## config.mk

```make
export PLATFORM = sky130hd
export DESIGN_NAME = mac_front
export DESIGN_NICKNAME = d
export VERILOG_FILES = /design/src/rtl/mac_pkg.sv /design/src/rtl/mac_queue.sv /design/src/rtl/mac_front.sv
export SDC_FILE = /design/constraint.sdc
export NUM_CORES = 1
export LEC_CHECK = 0
export ABC_AREA = 1
export BUFFER_PORTS_ARGS = -buffer_cell sky130_fd_sc_hd__buf_2
export CAP_MARGIN = 10
export CORE_MARGIN = 2
export CORE_UTILIZATION = 30
export DETAILED_ROUTE_END_ITERATION = 10
export HOLD_SLACK_MARGIN = 0.06
export PLACE_DENSITY_LB_ADDON = 0.05
export RECOVER_POWER = 100
export SETUP_SLACK_MARGIN = 0.1
export SLEW_MARGIN = 40
export SYNTH_ARGS = -nofsm -noshare
export SYNTH_HDL_FRONTEND = slang
export SYNTH_HIERARCHICAL = 1
export SYNTH_SLANG_ARGS = --single-unit
```

## constraint.sdc

```tcl
create_clock -name aclk -period 5.03 [get_ports aclk]
set_input_delay 0.2515 -clock aclk [delete_from_list [all_inputs] [get_ports aclk]]
set_output_delay 0.2515 -clock aclk [all_outputs]
set_load 0.02 [all_outputs]
```

## src/rtl/mac_pkg.sv

```systemverilog
// Shared types and constants for the moving average crossover block.
package mac_pkg;

    // Field widths fixed by the item format.
    localparam int SYM_W     = 16;
    localparam int PRICE_W   = 32;
    localparam int WIN_W     = 9;
    localparam int SUM_W     = 40;
    localparam int AVG_W     = 32;
    localparam int CFG_IDX_W = 2;
    localparam int CFG_DAT_W = 16;

    // Bars held between the front and the back.
    localparam int QUEUE_DEPTH = 2;

    // Configuration register indexes.
    typedef enum logic [CFG_IDX_W-1:0] {
        CFG_FAST_WINDOW    = 2'd0,
        CFG_SLOW_WINDOW    = 2'd1,
        CFG_WATCHED_SYMBOL = 2'd2
    } cfg_index_t;

    // Trade signal codes.
    typedef enum logic [1:0] {
        SIG_NONE = 2'd0,
        SIG_BUY  = 2'd1,
        SIG_SELL = 2'd2
    } sig_t;

    // Back end sequencer states.
    typedef enum logic [2:0] {
        ST_IDLE,
        ST_SCAN,
        ST_LAUNCH,
        ST_DIVIDE,
        ST_FINISH
    } back_state_t;

    // One input bar.
    typedef struct packed {
        logic [SYM_W-1:0]   symbol_id;
        logic [PRICE_W-1:0] close_price;
    } mac_in_t;

    // One result item.
    typedef struct packed {
        sig_t             signal;
        logic [AVG_W-1:0] fast_average;
        logic [AVG_W-1:0] slow_average;
        logic             window_ready;
        logic             config_error;
    } mac_out_t;

    // Effective window settings handed to the back end.
    typedef struct packed {
        logic [WIN_W-1:0] fast_win;
        logic [WIN_W-1:0] slow_win;
        logic             cfg_err;
    } win_cfg_t;

endpackage

```

## src/rtl/mac_queue.sv

```systemverilog
// Small FIFO that holds watched bar prices between the front and the back end.
module mac_queue #(
    parameter int DATA_W = 32
) (
    input  logic              aclk,
    input  logic              aresetn,
    input  logic              push,
    input  logic [DATA_W-1:0] din,
    output logic              full,
    input  logic              pop,
    output logic [DATA_W-1:0] dout,
    output logic              not_empty
);
    import mac_pkg::*;

    localparam int PTR_W = (QUEUE_DEPTH > 1) ? $clog2(QUEUE_DEPTH) : 1;
    localparam int CNT_W = $clog2(QUEUE_DEPTH + 1);
    localparam logic [PTR_W-1:0] LAST_SLOT = PTR_W'(QUEUE_DEPTH - 1);
    localparam logic [CNT_W-1:0] FULL_CNT  = CNT_W'(QUEUE_DEPTH);

    logic [DATA_W-1:0] slot_reg [QUEUE_DEPTH];
    logic [PTR_W-1:0]  wr_ptr_reg, rd_ptr_reg;
    logic [CNT_W-1:0]  count_reg;

    assign full      = (count_reg == FULL_CNT);
    assign not_empty = (count_reg != '0);
    assign dout      = slot_reg[rd_ptr_reg];

    // Pointers and fill level.
    always_ff @(posedge aclk) begin
        if (!aresetn) begin
            wr_ptr_reg <= '0;
            rd_ptr_reg <= '0;
            count_reg  <= '0;
        end else begin
            if (push) begin
                wr_ptr_reg <= (wr_ptr_reg == LAST_SLOT) ? '0 : wr_ptr_reg + PTR_W'(1);
            end
            if (pop) begin
                rd_ptr_reg <= (rd_ptr_reg == LAST_SLOT) ? '0 : rd_ptr_reg + PTR_W'(1);
            end
            if (push && !pop) begin
                count_reg <= count_reg + CNT_W'(1);
            end else if (pop && !push) begin
                count_reg <= count_reg - CNT_W'(1);
            end
        end
    end

    // Storage.
    always_ff @(posedge aclk) begin
        if (push) begin
            slot_reg[wr_ptr_reg] <= din;
        end
    end

`ifndef SYNTH
    // The front never writes into a full queue.
    a_no_overflow: assert property (@(posedge aclk) disable iff (!aresetn)
        push |-> !full || pop) else $error("queue written while full");

    // The back never reads an empty queue.
    a_no_underflow: assert property (@(posedge aclk) disable iff (!aresetn)
        pop |-> not_empty) else $error("queue read while empty");

    // A lone write raises the fill level by one.
    a_count_up: assert property (@(posedge aclk) disable iff (!aresetn)
        push && !pop |=> count_reg == $past(count_reg) + CNT_W'(1))
        else $error("queue level did not follow a write");
`endif

endmodule

```

## src/rtl/mac_front.sv

```systemverilog
// Front end: takes bars, drops foreign symbols and queues watched prices.
module mac_front #(
    parameter int HIST_W = 32
) (
    input  logic                     aclk,
    input  logic                     aresetn,
    input  logic                     s_valid,
    output logic                     s_ready,
    input  mac_pkg::mac_in_t         s_data,
    input  logic [mac_pkg::SYM_W-1:0] watched_symbol,
    output logic                     q_valid,
    output logic [HIST_W-1:0]        q_price,
    input  logic                     q_pop
);
    import mac_pkg::*;

    logic q_full;
    logic watched;
    logic push;

    // A bar is taken whenever the queue has room; only watched bars are queued.
    assign s_ready = !q_full;
    assign watched = (s_data.symbol_id == watched_symbol);
    assign push    = s_valid && !q_full && watched;

    mac_queue #(
        .DATA_W (HIST_W)
    ) u_queue (
        .aclk      (aclk),
        .aresetn   (aresetn),
        .push      (push),
        .din       (s_data.close_price[HIST_W-1:0]),
        .full      (q_full),
        .pop       (q_pop),
        .dout      (q_price),
        .not_empty (q_valid)
    );

endmodule

```

After elaboration in Yosys (flattened, before gate mapping)

Memories as Yosys holds them, arrays and structs flattened. A register that Yosys moved wholly into a read port is not among the register bits.
Cells that the tools add are included.

$add $sub $neg: 4
Multiplexer cells: 8
Equal/unequal tests: 2
Reduce and logical (&&, ||, !) cells: 9

Operator list:

| cell                | count |
|---|---|
| $eq 16x16->1        | 1 |
| $mux 1              | 6 |
| $logic_and 1x1->1   | 4 |
| $mux 2              | 2 |
| $reduce_bool 2->1   | 2 |
| $logic_not 1->1     | 3 |
| $add 1x1->1 const B | 2 |
| $add 2x1->2 const B | 1 |
| $eq 2x2->1 const B  | 1 |
| $sub 2x1->2 const B | 1 |

RAM bits: 64
Bits in registers: 4
Input bits: 68
Word-level logic and storage cells: 27
Output and inout port bits: 34
Memories kept: 1

Memory list:

| memory           | depth | width | rd ports | clocked after Yosys merged registers in | write ports | RTL line        | text |
|---|---|---|---|---|---|---|---|
| u_queue.slot_reg | 2     | 32    | 1        | 1                                       | 1           | mac_queue.sv:21 | `logic [DATA_W-1:0] slot_reg [QUEUE_DEPTH];` |

Depth between registers and ports, before layout

Depth after elaboration: 8
Gate-level depth with buffers: 16
Gate-level depth less buffers: 16

Modules after synthesis

The synthesis kept the hierarchy.

By module, submodules not included:

| module    | cells an instance | seq. area each (um2) | area each (um2) | times used |
|---|---|---|---|---|
| mac_queue | 135               | 2,021.9              | 2,693.8         | 1 |
| mac_front | 74                | 0.0                  | 312.8           | 1 |

Worst setup path before layout

No wires, ideal clock.

Path type: register to register
From: register u_queue.count_reg[1]
To: memory u_queue.slot_reg[0][0], enable pin
Stages on the path, launching flop included: 12
Arrival: 2.461 ns
Setup time: 0.421 ns
Setup slack: 2.148 ns
Clock period less this slack: 2.882 ns
Cells stage by stage: dfxtp_1 inv_1 nor2_1 inv_2 nand2_1 nor2_1 nand2_1 nor2_1 nand3_1 nor2_1 inv_1 nor2_1

Longest elaborated chain between the ends: 6

Ends and longest elaborated chain:

| item                            | RTL line        | text |
|---|---|---|
| from (decl)                     | mac_queue.sv:23 | `logic [CNT_W-1:0] count_reg;` |
| from (signal assigned)          | mac_queue.sv:43 | `count_reg <= count_reg + CNT_W'(1);` |
| from (signal assigned)          | mac_queue.sv:45 | `count_reg <= count_reg - CNT_W'(1);` |
| $eq 2x2->1                      | mac_queue.sv:25 | `assign full = (count_reg == FULL_CNT);` |
| net q_full                      | mac_front.sv:17 | `logic q_full;` |
| $logic_not 1->1                 | -               |  |
| net s_ready                     | mac_front.sv:8  | `output logic s_ready,` |
| $logic_and 1x1->1 (2 in series) | mac_front.sv:24 | `assign push = s_valid && !q_full && watched;` |
| net push                        | mac_front.sv:19 | `logic push;` |
| $mux 1                          | mac_queue.sv:52 | `if (push) begin` |
| $mux 1 (not written as such)    | mac_queue.sv:53 | `slot_reg[wr_ptr_reg] <= din;` |
| to (decl)                       | mac_queue.sv:21 |  |

The timed path passes the listed nets, and every way through them passes these cells.

Worst setup path in the final report

From: register u_queue.count_reg[1]
To: memory u_queue.slot_reg[1][31], enable pin

Longest elaborated chain between the ends: 6

Ends and longest elaborated chain:

| item                            | RTL line |
|---|---|
| $eq 2x2->1                      | mac_queue.sv:25 |
| net q_full                      | mac_front.sv:17 |
| $logic_not 1->1                 | mac_front.sv:24 |
| $logic_and 1x1->1 (2 in series) | mac_front.sv:24 |
| net push                        | mac_front.sv:19 |
| $mux 1                          | mac_queue.sv:52 |
| $mux 1 (not written as such)    | mac_queue.sv:53 |

The timed path passes the listed nets, and every way through them passes these cells.

==> flow_summary.yaml <==
run_status:
  run_status: "finished with violations"
  violated_checks: "capacitance limit, slew limit"
clocking:
  htree_levels: 3
  cts_buffers: 9
  postCtsSetupRepairBufs: 0
  worst_setup_hold_path_clk_slew_ps: 80
  cts-hold-fix-buffers: 0
  post_cts.resized_instances: 0
  clkLatencyLatePin_ps: 340
  tritoncts: "yes"
  cts.sinks: 69
  cts-root-buf: "sky130_fd_sc_hd__clkbuf_8"
  max-clock-path-buffers: 2
finish:
  final_net_count: 388
  largest_register_ffs: 64
  layout_common_cells: "sky130_fd_sc_hd__buf_2, sky130_fd_sc_hd__edfxtp_1, sky130_fd_sc_hd__nand2_1"
  layout_commonest_cell: "sky130_fd_sc_hd__buf_2"
  antenna_cells_inserted: 0
  area.growth.synth_to_final_pct: 23.1
  share_of_final_layout_standard_cells_stronger_than_drive_strength_1_pct: 29.9
timing:
  timing.max_slew.rel_slack_pct: -6.89
  finalCriticalPeriod_ps: 2860
  final.setup_skew_ps: 9.07
  worst_pin_slew_ps: 1600
  timing.final.hold_violations: 0
  timing.setup.tns_ps: 0
  final_setup_viols: 0
  fin_crit_sh_pct: 56.9
  grt_setup_unrepaired: "false"
  slew_violations: 33
  max_freq_mhz: 349
synth:
  yosys_warnings: 6
  combinational_family_with_the_most_area_after_synthesis: "multiplexers"
  synthesis.nets: 278
  synth-simple-area-share_pct: 7.78
  ys_seq_area_share_pct: 67.2
  synth.distinct_cells: 19
  synth_compound_area_share_pct: 0.874
  area_share_of_xor_xnor_cells_in_the_synthesized_design_pct: 1.46
  synthesized_cell_area_um2: 3010
  synth_cells: 209
  synth.mux.area_fraction_pct: 15.7
  syn_avg_cell_area_um2: 14.4
  synth-seq-cells: 69
  yosys.area_share.adder_pct: 0.416
die:
  core_area_um2: 9730
  floorplan.initialDensity_pct: 30.9
  io_pins: 102
  die_h_um: 104
  die_w_um: 104
  rows: 36
  dieArea_um2: 10800
worst_setup_path:
  crit_path_cell_trace: "inv_1, nor2_1, clkinv_1, nand2_1, nor2_1, nand2_1, nor2_1, nand3_1, nor2_1, nand2_1, inv_1, clkbuf_1"
  critical_path.slowest_cell: "sky130_fd_sc_hd__clkbuf_1"
  max_stage_delay_ps: 780
  critical_path_peak_fanout: 17
  setup.worst_path.class: "flip-flop to flip-flop"
  startpoint_type: "flip-flop"
  worstPathArrival_ps: 2820
  end_kind: "flip-flop"
  timing.critical_path.required_ps: 4990
  timing.critical_path.mode_cell: "sky130_fd_sc_hd__nor2_1"
worst_hold_path:
  hold_crit_class: "input port to flip-flop"
power_and_ir_drop:
  power.share.sequential_pct: 52.2
  ir_drop_uv: 106
  internal-power_mw: 0.949
  gate_power_share_pct: 7.8
  power.density_cell_area_nw_per_um2: 330
  p_sw_mw: 0.272
  post-layout-total-power_mw: 1.22
  clock_power_share_pct: 40.0
  switching_share_pct: 22.3
  cellLeakagePower_nw: 1.53
global_route:
  pin_count_of_the_biggest_net_entering_global_routing: 33
  grt_usage_pct: 10.8
  grt_pass1_wl_um: 8830
  congestion_overflow_gr: 0
  antenna_violations_before_repair: 0
  first_global_vias: 1822
placed_design:
  gpl.final_weighted_congestion: 0.733
  dp_hpwl_um: 3910
  io_buffers: 101
routing:
  detailedRoute.firstPassIterationCount: 4
  antenna_violating_nets_post_route: 0
  route.detailed.drc: 0
  starting_drc_count_in_detailed_routing: 65
  drt_wl_total_um: 5610
  routedWlPerCell_um: 12.3
  route.vias.total: 1839
  route.detailed.vias_per_inst: 4.02
job:
  maxCapViolations: 2
-- per-layer routing --
| layer | global-route usage (%) | share of wire [%] |
|---|---|---|
| met1 | 13.2 | 45 |
| met3 | 3.57 | 5.8 |
| met2 | 17.2 | 47 |
| met4 | 5.21 | 2.1 |
| met5 | 0 | 0 |
-- power groups by stage --
stage                     registers (mW)  clock network [mW]  logic [mW]
final                              0.637               0.489      0.0951
after global routing               0.639               0.531       0.107
after CTS                          0.641               0.506       0.109
after detailed placement           0.653                   0       0.108
after global placement             0.654                   0       0.109
after floorplan                    0.642                   0      0.0782
-- path summary, 6_finish.rpt --
kind	from	endpoint	slack, ps	depth (start not counted)
worst min register to register	u_queue/rd_ptr_reg	flip-flop	490	2
worst max register to register	u_queue/count_reg[1]	u_queue/slot_reg[1][31]	2170	12
worst min-delay path	s_data[7]	u_queue/slot_reg[1][7]	90	1
worst max-delay path	u_queue/count_reg[1]	u_queue/slot_reg[1][31]	2170	12
-- worst max-delay path: cells and delay by family (launching register included) --
kind	cells	cell delay, ps
simple gates	8	710
flops	1	310
buf+inv	4	1430
-- cells by family (layout without fill, tap and decap cells) --
logic type	after synthesis	in the layout
compound gates	5	5
xor+xnor	5	5
fa+ha+maj	1	1
buf+inv	37	152
flops	69	69
mux	32	32
simple gates	60	60
-- per-stage QoR --
stage          setup WS, ps  instances  area, µm²  hold slack (ps)  utilization [%]
6_report               2170        457       3700             89.2             38.0
5_1_grt                1760        457       3700             71.1             38.0
4_1_cts                2550        457       3850             69.7             39.6
3_5_place_dp           2570        441       3640              443             37.4
3_3_place_gp           2610        440       3620              444             37.2
2_1_floorplan          2150        209       3010              350                -
-- cells in the mapped netlist --
cell	count	share of area (%)
sky130_fd_sc_hd__inv_1	32	4.0
sky130_fd_sc_hd__nand3_1	3	0.50
sky130_fd_sc_hd__o22ai_1	1	0.21
sky130_fd_sc_hd__ha_1	1	0.42
sky130_fd_sc_hd__inv_2	1	0.12
sky130_fd_sc_hd__mux2_4	30	15
sky130_fd_sc_hd__nand4_1	1	0.21
sky130_fd_sc_hd__nor2_1	15	1.9
sky130_fd_sc_hd__a21oi_1	2	0.33
sky130_fd_sc_hd__o21ai_0	2	0.33
sky130_fd_sc_hd__dfxtp_1	5	3.3
sky130_fd_sc_hd__mux2_2	2	0.75
sky130_fd_sc_hd__nor2_2	1	0.21
sky130_fd_sc_hd__xnor2_1	1	0.29
sky130_fd_sc_hd__buf_12	3	2.0
sky130_fd_sc_hd__xor2_1	4	1.2
sky130_fd_sc_hd__edfxtp_1	64	64
sky130_fd_sc_hd__nand2_1	40	5.0
sky130_fd_sc_hd__buf_6	1	0.37
-- layout make-up --
| cell class | count | area, µm² |
|---|---|---|
| clock inverters | 7 | 88.8 |
| repair buffers | 103 | 495 |
| clock buffers | 9 | 124 |
| well taps | 133 | 166 |
| fillers | 1033 | 6030 |
| multi-input cells | 103 | 681 |
| flip-flops and latches | 69 | 2020 |
| inverters | 33 | 124 |
(Power assumes the default switching activity.)
